[src/sv/assert_macros.svh]
// assertion macros shared by the rtl files
// no dependencies; the bodies drop out when SYNTHESIS is defined
`ifndef ASSERT_MACROS_SVH
`define ASSERT_MACROS_SVH
`ifndef SYNTHESIS
// same-cycle implication
`define ASSERT_IMPLIES(label, clk, rst_n, ante, cons) \
  label: assert property (@(posedge clk) disable iff (!rst_n) (ante) |-> (cons)) \
    else $error("assertion failed");
// next-cycle implication
`define ASSERT_NEXT(label, clk, rst_n, ante, cons) \
  label: assert property (@(posedge clk) disable iff (!rst_n) (ante) |=> (cons)) \
    else $error("assertion failed");
`else
`define ASSERT_IMPLIES(label, clk, rst_n, ante, cons)
`define ASSERT_NEXT(label, clk, rst_n, ante, cons)
`endif
`endif

[src/sv/dclc_pkg.sv]
// types, widths and codes for the distance cull / lod classifier
// no dependencies; imported by every other file of the block except assert_macros.svh
`default_nettype none

package dclc_pkg;

  localparam int COORD_BITS = 24;
  localparam int COUNT_BITS = 16;

  // squared distance of three coordinate deltas and its root
  localparam int SQ_W   = 2 * COORD_BITS + 2;
  localparam int ROOT_W = SQ_W / 2;

  localparam int DIST_W     = 25;
  localparam int SUM_W      = 41;
  localparam int OUT_CNT_W  = 16;
  localparam int PCT_W      = 15;
  localparam int PCT_NUM_W  = COUNT_BITS + PCT_W;
  localparam int DIV_W      = SUM_W;
  localparam int CLASS_W    = 3;

  localparam int SQRT_CNT_W = $clog2(ROOT_W + 1);
  localparam int DIV_CNT_W  = $clog2(DIV_W + 1);

  localparam logic [DIST_W-1:0]    DIST_MAX    = {DIST_W{1'b1}};
  localparam logic [OUT_CNT_W-1:0] OUT_CNT_MAX = {OUT_CNT_W{1'b1}};
  localparam logic [PCT_W-1:0]     PCT_SCALE   = 15'd25600;

  localparam int APB_DATA_W = 32;
  localparam int REG_ADDR_W = 5;

  typedef enum logic [2:0] {
    REG_CAM_X      = 3'd0,
    REG_CAM_Y      = 3'd1,
    REG_CAM_Z      = 3'd2,
    REG_MAX_DIST   = 3'd3,
    REG_HIGH_DIST  = 3'd4,
    REG_MED_DIST   = 3'd5,
    REG_CULL_EN    = 3'd6,
    REG_LOD_EN     = 3'd7
  } reg_idx_t;

  typedef enum logic [CLASS_W-1:0] {
    CLS_VISIBLE = 3'd0,
    CLS_CULLED  = 3'd1,
    CLS_HIGH    = 3'd2,
    CLS_MEDIUM  = 3'd3,
    CLS_LOW     = 3'd4
  } lod_class_t;

  typedef enum logic {
    KIND_OBJECT  = 1'b0,
    KIND_SUMMARY = 1'b1
  } kind_t;

  typedef enum logic [1:0] {
    MUL_X = 2'd0,
    MUL_Y = 2'd1,
    MUL_Z = 2'd2
  } mul_sel_t;

  typedef enum logic {
    DIV_AVG = 1'b0,
    DIV_PCT = 1'b1
  } div_sel_t;

  typedef enum logic [3:0] {
    S_IDLE,
    S_DIFF,
    S_MUL_X,
    S_MUL_Y,
    S_MUL_Z,
    S_ACC,
    S_ROOT_GO,
    S_ROOT_WAIT,
    S_CLASSIFY,
    S_EMIT_OBJ,
    S_AVG_GO,
    S_AVG_WAIT,
    S_PCT_GO,
    S_PCT_WAIT,
    S_EMIT_SUM
  } ctrl_state_t;

  typedef struct packed {
    logic signed [COORD_BITS-1:0] cam_x;
    logic signed [COORD_BITS-1:0] cam_y;
    logic signed [COORD_BITS-1:0] cam_z;
    logic [DIST_W-1:0]            max_dist;
    logic [DIST_W-1:0]            high_dist;
    logic [DIST_W-1:0]            med_dist;
    logic                         cull_en;
    logic                         lod_en;
  } dclc_cfg_t;

  typedef struct packed {
    logic     load_in;
    logic     diff_en;
    logic     mul_en;
    mul_sel_t mul_sel;
    logic     acc_en;
    logic     root_start;
    logic     classify;
    logic     obj_write;
    logic     div_start;
    div_sel_t div_sel;
    logic     avg_capture;
    logic     sum_write;
  } dclc_cmd_t;

  typedef struct packed {
    logic present;
    logic eof;
    logic root_done;
    logic div_done;
    logic out_free;
  } dclc_status_t;

endpackage

`default_nettype wire

[src/sv/dclc_if.sv]
// valid/ready channel interfaces for object words and result words
// depends on dclc_pkg
`default_nettype none

interface dclc_in_if;
  import dclc_pkg::*;

  logic                         valid;
  logic                         ready;
  logic signed [COORD_BITS-1:0] pos_x;
  logic signed [COORD_BITS-1:0] pos_y;
  logic signed [COORD_BITS-1:0] pos_z;
  logic                         present;
  logic                         end_of_frame;

  modport source (output valid, pos_x, pos_y, pos_z, present, end_of_frame, input ready);
  modport sink   (input valid, pos_x, pos_y, pos_z, present, end_of_frame, output ready);
endinterface

interface dclc_out_if;
  import dclc_pkg::*;

  logic                  valid;
  logic                  ready;
  logic                  kind;
  logic [CLASS_W-1:0]    lod_class;
  logic [DIST_W-1:0]     distance;
  logic [OUT_CNT_W-1:0]  total_count;
  logic [OUT_CNT_W-1:0]  culled_count;
  logic [OUT_CNT_W-1:0]  visible_count;
  logic [OUT_CNT_W-1:0]  high_count;
  logic [OUT_CNT_W-1:0]  medium_count;
  logic [OUT_CNT_W-1:0]  low_count;
  logic [DIST_W-1:0]     average_distance;
  logic [PCT_W-1:0]      culled_percent;
  logic                  last;

  modport source (output valid, kind, lod_class, distance, total_count, culled_count,
                  visible_count, high_count, medium_count, low_count, average_distance,
                  culled_percent, last, input ready);
  modport sink   (input valid, kind, lod_class, distance, total_count, culled_count,
                  visible_count, high_count, medium_count, low_count, average_distance,
                  culled_percent, last, output ready);
endinterface

`default_nettype wire

[src/sv/dclc_regs.sv]
// apb configuration registers: camera position, distance limits, enables
// depends on dclc_pkg
`default_nettype none

module dclc_regs (
  input  logic                              clk,
  input  logic                              rst_n,
  input  logic                              psel,
  input  logic                              penable,
  input  logic                              pwrite,
  input  logic [dclc_pkg::REG_ADDR_W-1:0]   paddr,
  input  logic [dclc_pkg::APB_DATA_W-1:0]   pwdata,
  output logic [dclc_pkg::APB_DATA_W-1:0]   prdata,
  output dclc_pkg::dclc_cfg_t               cfg
);
  import dclc_pkg::*;

  logic signed [COORD_BITS-1:0] cam_x_r, cam_y_r, cam_z_r;
  logic [DIST_W-1:0]            max_dist_r, high_dist_r, med_dist_r;
  logic                         cull_en_r, lod_en_r;
  logic                         wr_en;
  reg_idx_t                     idx;

  assign wr_en = psel && penable && pwrite;
  assign idx   = reg_idx_t'(paddr[REG_ADDR_W-1:2]);

  always_ff @(posedge clk) begin
    if (!rst_n) begin
      cam_x_r     <= '0;
      cam_y_r     <= '0;
      cam_z_r     <= '0;
      max_dist_r  <= DIST_MAX;
      high_dist_r <= '0;
      med_dist_r  <= '0;
      cull_en_r   <= 1'b1;
      lod_en_r    <= 1'b1;
    end else if (wr_en) begin
      case (idx)
        REG_CAM_X:     cam_x_r     <= pwdata[COORD_BITS-1:0];
        REG_CAM_Y:     cam_y_r     <= pwdata[COORD_BITS-1:0];
        REG_CAM_Z:     cam_z_r     <= pwdata[COORD_BITS-1:0];
        REG_MAX_DIST:  max_dist_r  <= pwdata[DIST_W-1:0];
        REG_HIGH_DIST: high_dist_r <= pwdata[DIST_W-1:0];
        REG_MED_DIST:  med_dist_r  <= pwdata[DIST_W-1:0];
        REG_CULL_EN:   cull_en_r   <= pwdata[0];
        REG_LOD_EN:    lod_en_r    <= pwdata[0];
        default: ;
      endcase
    end
  end

  always_comb begin
    case (idx)
      REG_CAM_X:     prdata = APB_DATA_W'(cam_x_r);
      REG_CAM_Y:     prdata = APB_DATA_W'(cam_y_r);
      REG_CAM_Z:     prdata = APB_DATA_W'(cam_z_r);
      REG_MAX_DIST:  prdata = APB_DATA_W'(max_dist_r);
      REG_HIGH_DIST: prdata = APB_DATA_W'(high_dist_r);
      REG_MED_DIST:  prdata = APB_DATA_W'(med_dist_r);
      REG_CULL_EN:   prdata = APB_DATA_W'(cull_en_r);
      REG_LOD_EN:    prdata = APB_DATA_W'(lod_en_r);
      default:       prdata = '0;
    endcase
  end

  always_comb begin
    cfg.cam_x     = cam_x_r;
    cfg.cam_y     = cam_y_r;
    cfg.cam_z     = cam_z_r;
    cfg.max_dist  = max_dist_r;
    cfg.high_dist = high_dist_r;
    cfg.med_dist  = med_dist_r;
    cfg.cull_en   = cull_en_r;
    cfg.lod_en    = lod_en_r;
  end

endmodule

`default_nettype wire

[src/sv/dclc_sqrt.sv]
// bit-serial integer square root, one root bit per cycle, truncated result
// depends on dclc_pkg
`default_nettype none

module dclc_sqrt (
  input  logic                        clk,
  input  logic                        rst_n,
  input  logic                        start,
  input  logic [dclc_pkg::SQ_W-1:0]   radicand,
  output logic [dclc_pkg::ROOT_W-1:0] root,
  output logic                        done
);
  import dclc_pkg::*;

  logic [SQ_W-1:0]       rad_r;
  logic [ROOT_W:0]       rem_r;
  logic [ROOT_W-1:0]     root_r;
  logic [SQRT_CNT_W-1:0] cnt_r;
  logic                  busy_r, done_r;

  logic [ROOT_W+2:0]     rem_t, trial, diff;
  logic                  ge;

  // bring down two radicand bits, try subtracting 4*root+1
  assign rem_t = {rem_r, rad_r[SQ_W-1 -: 2]};
  assign trial = {1'b0, root_r, 2'b01};
  assign ge    = rem_t >= trial;
  assign diff  = rem_t - trial;

  always_ff @(posedge clk) begin
    if (!rst_n) begin
      busy_r <= 1'b0;
      done_r <= 1'b0;
      cnt_r  <= '0;
    end else if (start) begin
      busy_r <= 1'b1;
      done_r <= 1'b0;
      cnt_r  <= SQRT_CNT_W'(ROOT_W);
    end else if (busy_r) begin
      cnt_r <= cnt_r - 1'b1;
      if (cnt_r == SQRT_CNT_W'(1)) begin
        busy_r <= 1'b0;
        done_r <= 1'b1;
      end
    end
  end

  always_ff @(posedge clk) begin
    if (start) begin
      rad_r  <= radicand;
      rem_r  <= '0;
      root_r <= '0;
    end else if (busy_r) begin
      rad_r  <= {rad_r[SQ_W-3:0], 2'b00};
      rem_r  <= ge ? diff[ROOT_W:0] : rem_t[ROOT_W:0];
      root_r <= {root_r[ROOT_W-2:0], ge};
    end
  end

  assign root = root_r;
  assign done = done_r;

endmodule

`default_nettype wire

[src/sv/dclc_div.sv]
// restoring divider, one quotient bit per cycle
// depends on dclc_pkg; a zero divisor gives a meaningless quotient
`default_nettype none

module dclc_div (
  input  logic                            clk,
  input  logic                            rst_n,
  input  logic                            start,
  input  logic [dclc_pkg::DIV_W-1:0]      dividend,
  input  logic [dclc_pkg::COUNT_BITS-1:0] divisor,
  output logic [dclc_pkg::DIV_W-1:0]      quotient,
  output logic                            done
);
  import dclc_pkg::*;

  logic [DIV_W-1:0]      quo_r;
  logic [COUNT_BITS-1:0] rem_r, dvs_r;
  logic [DIV_CNT_W-1:0]  cnt_r;
  logic                  busy_r, done_r;

  logic [COUNT_BITS:0]   rem_t, diff;
  logic                  ge;

  assign rem_t = {rem_r, quo_r[DIV_W-1]};
  assign ge    = rem_t >= {1'b0, dvs_r};
  assign diff  = rem_t - {1'b0, dvs_r};

  always_ff @(posedge clk) begin
    if (!rst_n) begin
      busy_r <= 1'b0;
      done_r <= 1'b0;
      cnt_r  <= '0;
    end else if (start) begin
      busy_r <= 1'b1;
      done_r <= 1'b0;
      cnt_r  <= DIV_CNT_W'(DIV_W);
    end else if (busy_r) begin
      cnt_r <= cnt_r - 1'b1;
      if (cnt_r == DIV_CNT_W'(1)) begin
        busy_r <= 1'b0;
        done_r <= 1'b1;
      end
    end
  end

  // dividend shifts out at the top while quotient bits shift in below
  always_ff @(posedge clk) begin
    if (start) begin
      quo_r <= dividend;
      rem_r <= '0;
      dvs_r <= divisor;
    end else if (busy_r) begin
      quo_r <= {quo_r[DIV_W-2:0], ge};
      rem_r <= ge ? diff[COUNT_BITS-1:0] : rem_t[COUNT_BITS-1:0];
    end
  end

  assign quotient = quo_r;
  assign done     = done_r;

endmodule

`default_nettype wire

[src/sv/dclc_dp.sv]
// datapath: coordinate deltas, squaring, root, classification, frame
// statistics and the output word register; uses dclc_pkg, dclc_if, dclc_sqrt, dclc_div
`default_nettype none
`include "assert_macros.svh"

module dclc_dp (
  input  logic                                clk,
  input  logic                                rst_n,
  input  dclc_pkg::dclc_cfg_t                 cfg,
  input  dclc_pkg::dclc_cmd_t                 cmd,
  output dclc_pkg::dclc_status_t              status,
  input  logic signed [dclc_pkg::COORD_BITS-1:0] in_pos_x,
  input  logic signed [dclc_pkg::COORD_BITS-1:0] in_pos_y,
  input  logic signed [dclc_pkg::COORD_BITS-1:0] in_pos_z,
  input  logic                                in_present,
  input  logic                                in_eof,
  dclc_out_if.source                          out_ch
);
  import dclc_pkg::*;

  function automatic logic [COORD_BITS-1:0] abs_diff(input logic signed [COORD_BITS-1:0] a,
                                                     input logic signed [COORD_BITS-1:0] b);
    logic signed [COORD_BITS:0] d;
    d = (COORD_BITS+1)'(a) - (COORD_BITS+1)'(b);
    return d[COORD_BITS] ? COORD_BITS'(-d) : COORD_BITS'(d);
  endfunction

  function automatic logic [COUNT_BITS-1:0] sat_inc(input logic [COUNT_BITS-1:0] c);
    return (c == {COUNT_BITS{1'b1}}) ? c : c + 1'b1;
  endfunction

  function automatic logic [DIST_W-1:0] dist_clamp(input logic [ROOT_W-1:0] r);
    logic [63:0] w;
    w = 64'(r);
    return (w > 64'(DIST_MAX)) ? DIST_MAX : w[DIST_W-1:0];
  endfunction

  function automatic logic [OUT_CNT_W-1:0] out_count(input logic [COUNT_BITS-1:0] c);
    logic [31:0] w;
    w = 32'(c);
    return (w > 32'(OUT_CNT_MAX)) ? OUT_CNT_MAX : w[OUT_CNT_W-1:0];
  endfunction

  // latched object word
  logic signed [COORD_BITS-1:0] pos_x_r, pos_y_r, pos_z_r;
  logic                         present_r, eof_r;

  // squared distance
  logic [COORD_BITS-1:0]   dx_r, dy_r, dz_r, mul_a;
  logic [2*COORD_BITS-1:0] mul_ext, prod_r;
  logic [SQ_W-1:0]         sq_r;

  logic [ROOT_W-1:0] root;
  logic              root_done;
  logic [DIST_W-1:0] root_dist, dist_r;
  lod_class_t        cls_nxt, cls_r;
  logic              culled;

  // frame statistics
  logic [COUNT_BITS-1:0] total_r, culled_r, visible_r, high_r, med_r, low_r;
  logic [SUM_W-1:0]      sum_r;
  logic [SUM_W:0]        sum_add;

  logic [PCT_NUM_W-1:0]  pct_num;
  logic [DIV_W-1:0]      div_dividend, quotient;
  logic [COUNT_BITS-1:0] div_divisor;
  logic                  div_done;
  logic [DIST_W-1:0]     avg_r;
  logic [PCT_W-1:0]      pct;

  // output word register
  logic                 out_valid_r;
  kind_t                kind_r;
  lod_class_t           lod_class_r;
  logic [DIST_W-1:0]    distance_r, average_r;
  logic [OUT_CNT_W-1:0] total_cnt_r, culled_cnt_r, visible_cnt_r;
  logic [OUT_CNT_W-1:0] high_cnt_r, medium_cnt_r, low_cnt_r;
  logic [PCT_W-1:0]     pct_r;
  logic                 last_r;
  logic                 out_free;

  always_ff @(posedge clk) begin
    if (cmd.load_in) begin
      pos_x_r   <= in_pos_x;
      pos_y_r   <= in_pos_y;
      pos_z_r   <= in_pos_z;
      present_r <= in_present;
      eof_r     <= in_eof;
    end
  end

  always_comb begin
    case (cmd.mul_sel)
      MUL_X:   mul_a = dx_r;
      MUL_Y:   mul_a = dy_r;
      MUL_Z:   mul_a = dz_r;
      default: mul_a = '0;
    endcase
  end

  assign mul_ext = {{COORD_BITS{1'b0}}, mul_a};

  always_ff @(posedge clk) begin
    if (cmd.diff_en) begin
      dx_r <= abs_diff(pos_x_r, cfg.cam_x);
      dy_r <= abs_diff(pos_y_r, cfg.cam_y);
      dz_r <= abs_diff(pos_z_r, cfg.cam_z);
      sq_r <= '0;
    end else if (cmd.acc_en) begin
      sq_r <= sq_r + SQ_W'(prod_r);
    end
    if (cmd.mul_en) begin
      prod_r <= mul_ext * mul_ext;
    end
  end

  dclc_sqrt u_sqrt (
    .clk      (clk),
    .rst_n    (rst_n),
    .start    (cmd.root_start),
    .radicand (sq_r),
    .root     (root),
    .done     (root_done)
  );

  assign root_dist = dist_clamp(root);

  // high test wins over medium where the bands overlap
  always_comb begin
    culled  = cfg.cull_en && (root_dist > cfg.max_dist);
    cls_nxt = CLS_VISIBLE;
    if (culled) begin
      cls_nxt = CLS_CULLED;
    end else if (cfg.lod_en) begin
      if (root_dist <= cfg.high_dist) begin
        cls_nxt = CLS_HIGH;
      end else if (root_dist <= cfg.med_dist) begin
        cls_nxt = CLS_MEDIUM;
      end else begin
        cls_nxt = CLS_LOW;
      end
    end
  end

  always_ff @(posedge clk) begin
    if (cmd.classify) begin
      cls_r  <= cls_nxt;
      dist_r <= root_dist;
    end
  end

  assign sum_add = {1'b0, sum_r} + (SUM_W+1)'(root_dist);

  always_ff @(posedge clk) begin
    if (!rst_n || cmd.sum_write) begin
      total_r   <= '0;
      culled_r  <= '0;
      visible_r <= '0;
      high_r    <= '0;
      med_r     <= '0;
      low_r     <= '0;
      sum_r     <= '0;
    end else begin
      if (cmd.load_in) begin
        total_r <= sat_inc(total_r);
      end
      if (cmd.classify) begin
        if (cls_nxt == CLS_CULLED) begin
          culled_r <= sat_inc(culled_r);
        end else begin
          visible_r <= sat_inc(visible_r);
          sum_r     <= sum_add[SUM_W] ? {SUM_W{1'b1}} : sum_add[SUM_W-1:0];
          case (cls_nxt)
            CLS_HIGH:   high_r <= sat_inc(high_r);
            CLS_MEDIUM: med_r  <= sat_inc(med_r);
            CLS_LOW:    low_r  <= sat_inc(low_r);
            default: ;
          endcase
        end
      end
    end
  end

  // one shared divider: average first, then culled share
  assign pct_num      = PCT_NUM_W'(culled_r) * PCT_NUM_W'(PCT_SCALE);
  assign div_dividend = (cmd.div_sel == DIV_AVG) ? sum_r : DIV_W'(pct_num);
  assign div_divisor  = (cmd.div_sel == DIV_AVG) ? visible_r : total_r;

  dclc_div u_div (
    .clk      (clk),
    .rst_n    (rst_n),
    .start    (cmd.div_start),
    .dividend (div_dividend),
    .divisor  (div_divisor),
    .quotient (quotient),
    .done     (div_done)
  );

  always_ff @(posedge clk) begin
    if (cmd.avg_capture) begin
      if (visible_r == '0) begin
        avg_r <= '0;
      end else begin
        avg_r <= (quotient > DIV_W'(DIST_MAX)) ? DIST_MAX : quotient[DIST_W-1:0];
      end
    end
  end

  always_comb begin
    if (total_r == '0) begin
      pct = '0;
    end else begin
      pct = (quotient > DIV_W'(PCT_SCALE)) ? PCT_SCALE : quotient[PCT_W-1:0];
    end
  end

  assign out_free = !out_valid_r || out_ch.ready;

  always_ff @(posedge clk) begin
    if (!rst_n) begin
      out_valid_r <= 1'b0;
    end else if (cmd.obj_write || cmd.sum_write) begin
      out_valid_r <= 1'b1;
    end else if (out_ch.ready) begin
      out_valid_r <= 1'b0;
    end
  end

  always_ff @(posedge clk) begin
    if (cmd.obj_write) begin
      kind_r        <= KIND_OBJECT;
      lod_class_r   <= cls_r;
      distance_r    <= dist_r;
      total_cnt_r   <= '0;
      culled_cnt_r  <= '0;
      visible_cnt_r <= '0;
      high_cnt_r    <= '0;
      medium_cnt_r  <= '0;
      low_cnt_r     <= '0;
      average_r     <= '0;
      pct_r         <= '0;
      last_r        <= !eof_r;
    end else if (cmd.sum_write) begin
      kind_r        <= KIND_SUMMARY;
      lod_class_r   <= CLS_VISIBLE;
      distance_r    <= '0;
      total_cnt_r   <= out_count(total_r);
      culled_cnt_r  <= out_count(culled_r);
      visible_cnt_r <= out_count(visible_r);
      high_cnt_r    <= out_count(high_r);
      medium_cnt_r  <= out_count(med_r);
      low_cnt_r     <= out_count(low_r);
      average_r     <= avg_r;
      pct_r         <= pct;
      last_r        <= 1'b1;
    end
  end

  assign out_ch.valid            = out_valid_r;
  assign out_ch.kind             = kind_r;
  assign out_ch.lod_class        = lod_class_r;
  assign out_ch.distance         = distance_r;
  assign out_ch.total_count      = total_cnt_r;
  assign out_ch.culled_count     = culled_cnt_r;
  assign out_ch.visible_count    = visible_cnt_r;
  assign out_ch.high_count       = high_cnt_r;
  assign out_ch.medium_count     = medium_cnt_r;
  assign out_ch.low_count        = low_cnt_r;
  assign out_ch.average_distance = average_r;
  assign out_ch.culled_percent   = pct_r;
  assign out_ch.last             = last_r;

  always_comb begin
    status.present   = present_r;
    status.eof       = eof_r;
    status.root_done = root_done;
    status.div_done  = div_done;
    status.out_free  = out_free;
  end

  // a pending word is never overwritten
  `ASSERT_IMPLIES(a_no_overwrite, clk, rst_n, cmd.obj_write || cmd.sum_write, out_free)
  // summary clears the frame statistics
  `ASSERT_NEXT(a_stats_clear, clk, rst_n, cmd.sum_write, total_r == '0 && sum_r == '0)
  `ASSERT_NEXT(a_total_step, clk, rst_n, cmd.load_in && total_r != {COUNT_BITS{1'b1}},
               total_r == $past(total_r) + 1'b1)

endmodule

`default_nettype wire

[src/sv/dclc_ctrl.sv]
// controller: sequences each object word through the datapath, and the summary at frame end
// depends on dclc_pkg
`default_nettype none
`include "assert_macros.svh"

module dclc_ctrl (
  input  logic                   clk,
  input  logic                   rst_n,
  input  logic                   in_valid,
  output logic                   in_ready,
  input  dclc_pkg::dclc_status_t status,
  output dclc_pkg::dclc_cmd_t    cmd
);
  import dclc_pkg::*;

  ctrl_state_t state_r, state_nxt;

  always_ff @(posedge clk) begin
    if (!rst_n) begin
      state_r <= S_IDLE;
    end else begin
      state_r <= state_nxt;
    end
  end

  always_comb begin
    state_nxt = state_r;
    cmd       = '0;
    in_ready  = 1'b0;
    case (state_r)
      S_IDLE: begin
        in_ready = 1'b1;
        if (in_valid) begin
          cmd.load_in = 1'b1;
          state_nxt   = S_DIFF;
        end
      end
      S_DIFF: begin
        cmd.diff_en = 1'b1;
        if (status.present) begin
          state_nxt = S_MUL_X;
        end else if (status.eof) begin
          state_nxt = S_AVG_GO;
        end else begin
          state_nxt = S_IDLE;
        end
      end
      S_MUL_X: begin
        cmd.mul_en  = 1'b1;
        cmd.mul_sel = MUL_X;
        state_nxt   = S_MUL_Y;
      end
      S_MUL_Y: begin
        cmd.mul_en  = 1'b1;
        cmd.mul_sel = MUL_Y;
        cmd.acc_en  = 1'b1;
        state_nxt   = S_MUL_Z;
      end
      S_MUL_Z: begin
        cmd.mul_en  = 1'b1;
        cmd.mul_sel = MUL_Z;
        cmd.acc_en  = 1'b1;
        state_nxt   = S_ACC;
      end
      S_ACC: begin
        cmd.acc_en = 1'b1;
        state_nxt  = S_ROOT_GO;
      end
      S_ROOT_GO: begin
        cmd.root_start = 1'b1;
        state_nxt      = S_ROOT_WAIT;
      end
      S_ROOT_WAIT: begin
        if (status.root_done) begin
          state_nxt = S_CLASSIFY;
        end
      end
      S_CLASSIFY: begin
        cmd.classify = 1'b1;
        state_nxt    = S_EMIT_OBJ;
      end
      S_EMIT_OBJ: begin
        if (status.out_free) begin
          cmd.obj_write = 1'b1;
          state_nxt     = status.eof ? S_AVG_GO : S_IDLE;
        end
      end
      S_AVG_GO: begin
        cmd.div_start = 1'b1;
        cmd.div_sel   = DIV_AVG;
        state_nxt     = S_AVG_WAIT;
      end
      S_AVG_WAIT: begin
        cmd.div_sel = DIV_AVG;
        if (status.div_done) begin
          cmd.avg_capture = 1'b1;
          state_nxt       = S_PCT_GO;
        end
      end
      S_PCT_GO: begin
        cmd.div_start = 1'b1;
        cmd.div_sel   = DIV_PCT;
        state_nxt     = S_PCT_WAIT;
      end
      S_PCT_WAIT: begin
        cmd.div_sel = DIV_PCT;
        if (status.div_done) begin
          state_nxt = S_EMIT_SUM;
        end
      end
      S_EMIT_SUM: begin
        cmd.div_sel = DIV_PCT;
        if (status.out_free) begin
          cmd.sum_write = 1'b1;
          state_nxt     = S_IDLE;
        end
      end
      default: begin
        state_nxt = S_IDLE;
      end
    endcase
  end

  `ASSERT_NEXT(a_sum_then_idle, clk, rst_n, cmd.sum_write, state_r == S_IDLE)
  `ASSERT_NEXT(a_accept_then_diff, clk, rst_n, in_valid && in_ready, state_r == S_DIFF)

endmodule

`default_nettype wire

[src/sv/distance_cull_lod_classifier_top.sv]
// top level of the distance cull / lod classifier
// depends on dclc_pkg, dclc_if, dclc_regs, dclc_ctrl, dclc_dp
//
//  port     dir  handshake        word contents
//  in_ch    in   valid / ready    pos_x pos_y pos_z present end_of_frame
//  out_ch   out  valid / ready    kind lod_class distance counts average_distance
//                                 culled_percent last
//  apb      in   psel / penable   paddr pwdata prdata, pready tied high
//
// a present object's time from accept to the next accept is mostly the
// 25-step bit-serial square root plus any wait to emit; an absent object without frame end skips it
// a frame end adds two 41-step passes of the shared restoring divider
// rst_n is synchronous and active low; it clears control state and frame statistics
// a finished word waits in the output register while the next object is accepted;
// the block holds in its emit step only while that register is still occupied
`default_nettype none

module distance_cull_lod_classifier_top (
  input  logic                            clk,
  input  logic                            rst_n,
  dclc_in_if.sink                         in_ch,
  dclc_out_if.source                      out_ch,
  input  logic                            psel,
  input  logic                            penable,
  input  logic                            pwrite,
  input  logic [dclc_pkg::REG_ADDR_W-1:0] paddr,
  input  logic [dclc_pkg::APB_DATA_W-1:0] pwdata,
  output logic [dclc_pkg::APB_DATA_W-1:0] prdata,
  output logic                            pready
);
  import dclc_pkg::*;

  dclc_cfg_t    cfg;
  dclc_cmd_t    cmd;
  dclc_status_t status;
  logic         in_ready;

  assign pready      = 1'b1;
  assign in_ch.ready = in_ready;

  dclc_regs u_regs (
    .clk     (clk),
    .rst_n   (rst_n),
    .psel    (psel),
    .penable (penable),
    .pwrite  (pwrite),
    .paddr   (paddr),
    .pwdata  (pwdata),
    .prdata  (prdata),
    .cfg     (cfg)
  );

  dclc_ctrl u_ctrl (
    .clk      (clk),
    .rst_n    (rst_n),
    .in_valid (in_ch.valid),
    .in_ready (in_ready),
    .status   (status),
    .cmd      (cmd)
  );

  dclc_dp u_dp (
    .clk        (clk),
    .rst_n      (rst_n),
    .cfg        (cfg),
    .cmd        (cmd),
    .status     (status),
    .in_pos_x   (in_ch.pos_x),
    .in_pos_y   (in_ch.pos_y),
    .in_pos_z   (in_ch.pos_z),
    .in_present (in_ch.present),
    .in_eof     (in_ch.end_of_frame),
    .out_ch     (out_ch)
  );

endmodule

`default_nettype wire

[src/flat_wrapper.sv]
// flat-port wrapper written by rule: the top's interface ports become plain ports
module distance_cull_lod_classifier_top_flat import dclc_pkg::*;
  (clk, rst_n, psel, penable, pwrite, paddr, pwdata, prdata, pready, in_ch_valid, in_ch_pos_x, in_ch_pos_y, in_ch_pos_z, in_ch_present, in_ch_end_of_frame, in_ch_ready, out_ch_valid, out_ch_kind, out_ch_lod_class, out_ch_distance, out_ch_total_count, out_ch_culled_count, out_ch_visible_count, out_ch_high_count, out_ch_medium_count, out_ch_low_count, out_ch_average_distance, out_ch_culled_percent, out_ch_last, out_ch_ready);
  dclc_in_if in_ch_i ();
  dclc_out_if out_ch_i ();
  input  logic clk;
  input  logic rst_n;
  input  logic psel;
  input  logic penable;
  input  logic pwrite;
  input  logic [dclc_pkg::REG_ADDR_W-1:0] paddr;
  input  logic [dclc_pkg::APB_DATA_W-1:0] pwdata;
  output logic [dclc_pkg::APB_DATA_W-1:0] prdata;
  output logic pready;
  input wire logic [$bits(in_ch_i.valid)-1:0] in_ch_valid;
  input wire logic [$bits(in_ch_i.pos_x)-1:0] in_ch_pos_x;
  input wire logic [$bits(in_ch_i.pos_y)-1:0] in_ch_pos_y;
  input wire logic [$bits(in_ch_i.pos_z)-1:0] in_ch_pos_z;
  input wire logic [$bits(in_ch_i.present)-1:0] in_ch_present;
  input wire logic [$bits(in_ch_i.end_of_frame)-1:0] in_ch_end_of_frame;
  output wire logic [$bits(in_ch_i.ready)-1:0] in_ch_ready;
  output wire logic [$bits(out_ch_i.valid)-1:0] out_ch_valid;
  output wire logic [$bits(out_ch_i.kind)-1:0] out_ch_kind;
  output wire logic [$bits(out_ch_i.lod_class)-1:0] out_ch_lod_class;
  output wire logic [$bits(out_ch_i.distance)-1:0] out_ch_distance;
  output wire logic [$bits(out_ch_i.total_count)-1:0] out_ch_total_count;
  output wire logic [$bits(out_ch_i.culled_count)-1:0] out_ch_culled_count;
  output wire logic [$bits(out_ch_i.visible_count)-1:0] out_ch_visible_count;
  output wire logic [$bits(out_ch_i.high_count)-1:0] out_ch_high_count;
  output wire logic [$bits(out_ch_i.medium_count)-1:0] out_ch_medium_count;
  output wire logic [$bits(out_ch_i.low_count)-1:0] out_ch_low_count;
  output wire logic [$bits(out_ch_i.average_distance)-1:0] out_ch_average_distance;
  output wire logic [$bits(out_ch_i.culled_percent)-1:0] out_ch_culled_percent;
  output wire logic [$bits(out_ch_i.last)-1:0] out_ch_last;
  input wire logic [$bits(out_ch_i.ready)-1:0] out_ch_ready;
  assign in_ch_i.valid = in_ch_valid;
  assign in_ch_i.pos_x = in_ch_pos_x;
  assign in_ch_i.pos_y = in_ch_pos_y;
  assign in_ch_i.pos_z = in_ch_pos_z;
  assign in_ch_i.present = in_ch_present;
  assign in_ch_i.end_of_frame = in_ch_end_of_frame;
  assign in_ch_ready = in_ch_i.ready;
  assign out_ch_valid = out_ch_i.valid;
  assign out_ch_kind = out_ch_i.kind;
  assign out_ch_lod_class = out_ch_i.lod_class;
  assign out_ch_distance = out_ch_i.distance;
  assign out_ch_total_count = out_ch_i.total_count;
  assign out_ch_culled_count = out_ch_i.culled_count;
  assign out_ch_visible_count = out_ch_i.visible_count;
  assign out_ch_high_count = out_ch_i.high_count;
  assign out_ch_medium_count = out_ch_i.medium_count;
  assign out_ch_low_count = out_ch_i.low_count;
  assign out_ch_average_distance = out_ch_i.average_distance;
  assign out_ch_culled_percent = out_ch_i.culled_percent;
  assign out_ch_last = out_ch_i.last;
  assign out_ch_i.ready = out_ch_ready;
  distance_cull_lod_classifier_top u_core (.clk(clk), .rst_n(rst_n), .in_ch(in_ch_i), .out_ch(out_ch_i), .psel(psel), .penable(penable), .pwrite(pwrite), .paddr(paddr), .pwdata(pwdata), .prdata(prdata), .pready(pready));
endmodule
[config.mk]
export PLATFORM = sky130hd
export DESIGN_NAME = distance_cull_lod_classifier_top_flat
export DESIGN_NICKNAME = d
export VERILOG_FILES = /design/src/sv/dclc_pkg.sv /design/src/sv/dclc_if.sv /design/src/sv/dclc_regs.sv /design/src/sv/dclc_sqrt.sv /design/src/sv/dclc_div.sv /design/src/sv/dclc_dp.sv /design/src/sv/dclc_ctrl.sv /design/src/sv/distance_cull_lod_classifier_top.sv /design/src/flat_wrapper.sv
export VERILOG_INCLUDE_DIRS = /design/src /design/src/sv
export SDC_FILE = /design/constraint.sdc
export NUM_CORES = 2
export LEC_CHECK = 0
export BUFFER_PORTS_ARGS = -buffer_cell sky130_fd_sc_hd__buf_2
export CAP_MARGIN = 5
export CORE_UTILIZATION = 58
export DETAILED_ROUTE_END_ITERATION = 8
export GPL_TIMING_DRIVEN = 0
export HOLD_SLACK_MARGIN = 0.05
export PLACE_DENSITY = 0.83
export SLEW_MARGIN = 0
export SYNTH_ARGS = -nofsm -noshare
export SYNTH_HDL_FRONTEND = slang
export SYNTH_SLANG_ARGS = --single-unit
[constraint.sdc]
create_clock -name clk -period 12.8 [get_ports clk]
set_input_delay 0.64 -clock clk [delete_from_list [all_inputs] [get_ports clk]]
set_output_delay 0.64 -clock clk [all_outputs]
set_load 0.03 [all_outputs]
==> key figures <==
Outcome
  – Status: completed

Routing
  – Vias/cell: 5.91
  – DR pass1 iterations: 6
  – Routed wire length: 192 mm
  – Routed Antenna Nets: 0
  – 1st-iter DRT viols: 5572
  – Remaining DRCs: 0
  – Detailed-route via count: 56100
  – Wire per inst: 20.2 µm

Critical path
  – Worst Path Arrival: 12.69 ns
  – Worst path max stage delay: 0.93 ns
  – R2R depth: 34
  – Worst EP required: 13.23 ns
  – Crit Path Max Fanout: 10
  – CP Class: reg -> reg
  – CP startpoint kind: flip-flop
  – R2R setup slack: 0.53 ns
  – Kind of end point of the critical path: flip-flop
  – Worst reg2reg startpoint: u_core.u_ctrl.state_r[2]
  – Worst R2R End: u_core.u_dp.prod_r[46]
  – Critical path's most frequent cell: fa_1
  – CP max stage cell: nor3_1

Clocking
  – Clk_lat worst skew: 0.70 ns
  – CTS tree: yes
  – Cts-stage hold buffer count: 0
  – Htree depth: 3
  – CTS max path bufs: 3
  – Root buf cell: clkbuf_16
  – Post-CTS resize count: 0
  – Reg clk slew, reported paths: 0.06 ns
  – Post-CTS setup buffer count: 0
  – TritonCTS Sinks: 942
  – Num CTS Buffers: 97

Die
  – Cell Rows: 124
  – Die footprint: 0.117 mm²
  – Die Y: 341 µm
  – IO Count: 319
  – Initial Utilization: 58.5%
  – Core area: 0.114 mm²
  – Die Wd: 341 µm

Yosys
  – Post-synthesis area per instance: 8.92 µm²
  – Yosys warns: 0
  – Most used DFF post-synth: dfxtp_1
  – Post-Synth Adder-Cell Area: 22.7%
  – Synth Instances: 7491
  – Post-Synth Simple-Gate Area: 15.3%
  – #FFs+latches synth: 942
  – Mux cell area share after synthesis: 1.59%
  – Syn_nets: 8554
  – Number of synthesized flops with an enable pin: 382
  – Mapped cell area: 0.0668 mm²
  – Xor-xnor portion of the synthesized cell area: 4.84%
  – Distinct cells, synth: 85
  – Largest family of logic cells by synthesized area: adder cells
  – Post-synthesis compound-gate area fraction: 14.3%
  – Seq/Total Area, Yosys: 34.0%
  – Async SR Flop Fraction: 0%

Final layout
  – Filler cells: 9266
  – Area of the multi-input gates: 0.0393 mm²
  – Layout cell share with drive strength beyond 1: 6.75%
  – Area grow syn2layout: 10.3%
  – Storage cell area: 0.0227 mm²
  – Layout Nets: 8966
  – Final instance area: 0.0737 mm²

Global route
  – First-pass GRT wire length: 297 mm
  – Tot GR Track Use: 32.5%
  – Vias in the first global route: 55300
  – Largest net degree at the start of global routing: 73
  – Remaining global-route overflow: 0
  – Initial antenna violation count: 18

Placement
  – Dpl hpwl: 150 mm
  – DP Worst Slack: 0.976 ns
  – Routability cong.: 1.01
  – Buffers on Ports: 306
  – Placed Instance Area: 0.0704 mm²

Timing
  – # setup viols final: 0
  – Final worst slack: 0.530 ns
  – Final period utilization: 95.9%
  – Layout Skew: 0.0654 ns
  – Hold WS: 0.107 ns
  – RSZ-0062 raised after global routing: no
  – Setup TNS: 0 ns
  – Slew Limit Fails: 0
  – Worst slew pin tran: 1.30 ns
  – Tmin final: 12.27 ns
  – Final Hold Viols: 0
  – Maximum clock frequency: 81.5 MHz
  – Worst rel slew slack: 13.3%

Min path
  – Worst hold path type: in -> reg
  – WHS Endpoint: u_core.u_dp.pos_z_r[18]
  – HP Start: in_ch_pos_z[18]
  – Hold Path Stages: 1

Job
  – Max Cap Viol: 0
[registers in the layout, indices dropped and copies added, names as in the netlist, 25 cells and up]
register,cells
u_core.u_dp.avg_r,25
u_core.u_dp.u_sqrt.rem_r,26
u_core.u_dp.u_sqrt.root,25
u_core.u_dp.prod_r,47
u_core.u_regs.max_dist_r,25
u_core.u_dp.out_ch.average_distance,25
u_core.u_dp.out_ch.distance,25
u_core.u_dp.u_div.quotient,41
u_core.u_regs.high_dist_r,25
u_core.u_dp.sq_r,50
u_core.u_regs.med_dist_r,25
u_core.u_dp.u_sqrt.rad_r,50
u_core.u_dp.dist_r,25
u_core.u_dp.sum_r,41
[cells in the final DEF (no fill, tap or decap), types with 52 or more instances in the layout]
| cell | instances |
|---|---|
| nand2_1 | 1213 |
| inv_1 | 966 |
| dfxtp_1 | 560 |
| nor2_1 | 520 |
| a21oi_1 | 502 |
| ha_1 | 497 |
| fa_1 | 448 |
| edfxtp_1 | 382 |
| buf_2 | 307 |
| clkbuf_1 | 302 |
| o21ai_0 | 248 |
| xnor2_1 | 230 |
| a21o_1 | 141 |
| a21boi_0 | 138 |
| xor2_1 | 137 |
| nand3_1 | 114 |
| clkbuf_16 | 99 |
| mux2i_1 | 85 |
| nor3_1 | 68 |
| nand4_1 | 67 |
| o21a_1 | 65 |
| and2_1 | 61 |
| a211oi_1 | 54 |
| and3_1 | 52 |
[critical path, delay by kind of cell, from the launching register on]
kind	cells	cell delay, ns
buffers and inverters	10	2.82
xor gates and xnor gates	1	0.10
AOI/OAI and AO/OA	11	3.01
DFF	1	0.31
and+or+nand+nor	4	1.62
adders and majority gates	8	4.12
[metal layers]
layer  wire length, µm  share of wire, %  GRT usage (%)
met5                27             0.014              0
met4             10700               5.6           16.7
met3             17600               9.2           6.47
met2             87700                46           52.0
met1             76100                40           41.9
[per-stage QoR]
stage,utilization [%],cells
finish,64.5,9506
global placement,61.5,9309
global route,64.5,9505
CTS,64.5,9498
floorplan,-,7491
detailed placement,61.7,9316
[worst max-delay path by stage]
stage | startpoint | endpoint | slack, ns | depth (start not counted)
final | u_core.u_ctrl.state_r[2] | u_core.u_dp.prod_r[46] | 0.53 | 34
after floorplan | u_core.u_ctrl.state_r[2] | u_core.u_dp.prod_r[46] | 3.75 | 34
after global placement | u_core.u_ctrl.state_r[2] | u_core.u_dp.prod_r[46] | 1.13 | 34
after CTS | u_core.u_ctrl.state_r[2] | u_core.u_dp.prod_r[46] | 0.90 | 34
after detailed placement | u_core.u_ctrl.state_r[2] | u_core.u_dp.prod_r[46] | 0.98 | 34
after global routing | u_core.u_ctrl.state_r[2] | u_core.u_dp.prod_r[46] | 0.17 | 34
[layout make-up]
type	count	share of cell area, %
multi-input combinational	5254	53.3
buffer	322	1.68
tap	1512	2.57
sequential	942	30.8
inverter	973	4.96
antenna	8	0.0272
clock inverter	46	0.679
clock buffer	136	3.70
timing repair buffer	313	2.29
[logic make-up after synthesis]
kind of cell / after synthesis
buf+inv: 1295
xor+xnor: 368
compound gates: 1502
fa+ha+maj: 945
mux: 104
other cells: 1
flops: 942
simple gates: 2334
[Yosys cell counts, types with 36 or more instances]
cell type	n	share of area (%)
inv_1	966	5.4
nand2b_1	41	0.38
edfxtp_1	382	17
fa_1	448	13
nor2b_1	49	0.46
and2_1	62	0.58
clkbuf_1	278	1.6
o211ai_1	45	0.51
nand2_1	1213	6.8
mux2i_1	85	1.3
a21o_1	141	1.6
a211oi_1	54	0.61
nor3_1	68	0.51
xor2_1	137	1.8
a22oi_1	51	0.57
dfxtp_1	560	17
a31oi_1	38	0.36
a21boi_0	138	1.6
o21ai_0	248	1.9
nand3_1	114	0.85
nand4_1	67	0.63
buf_1	36	0.20
ha_1	497	9.3
a21oi_1	502	3.8
nor2_1	523	2.9
o21a_1	65	0.73
xnor2_1	230	3.0
and3_1	52	0.49
Power is not shown: default switching activity piles up to over one toggle a cycle in this logic, so the estimate is an artifact.
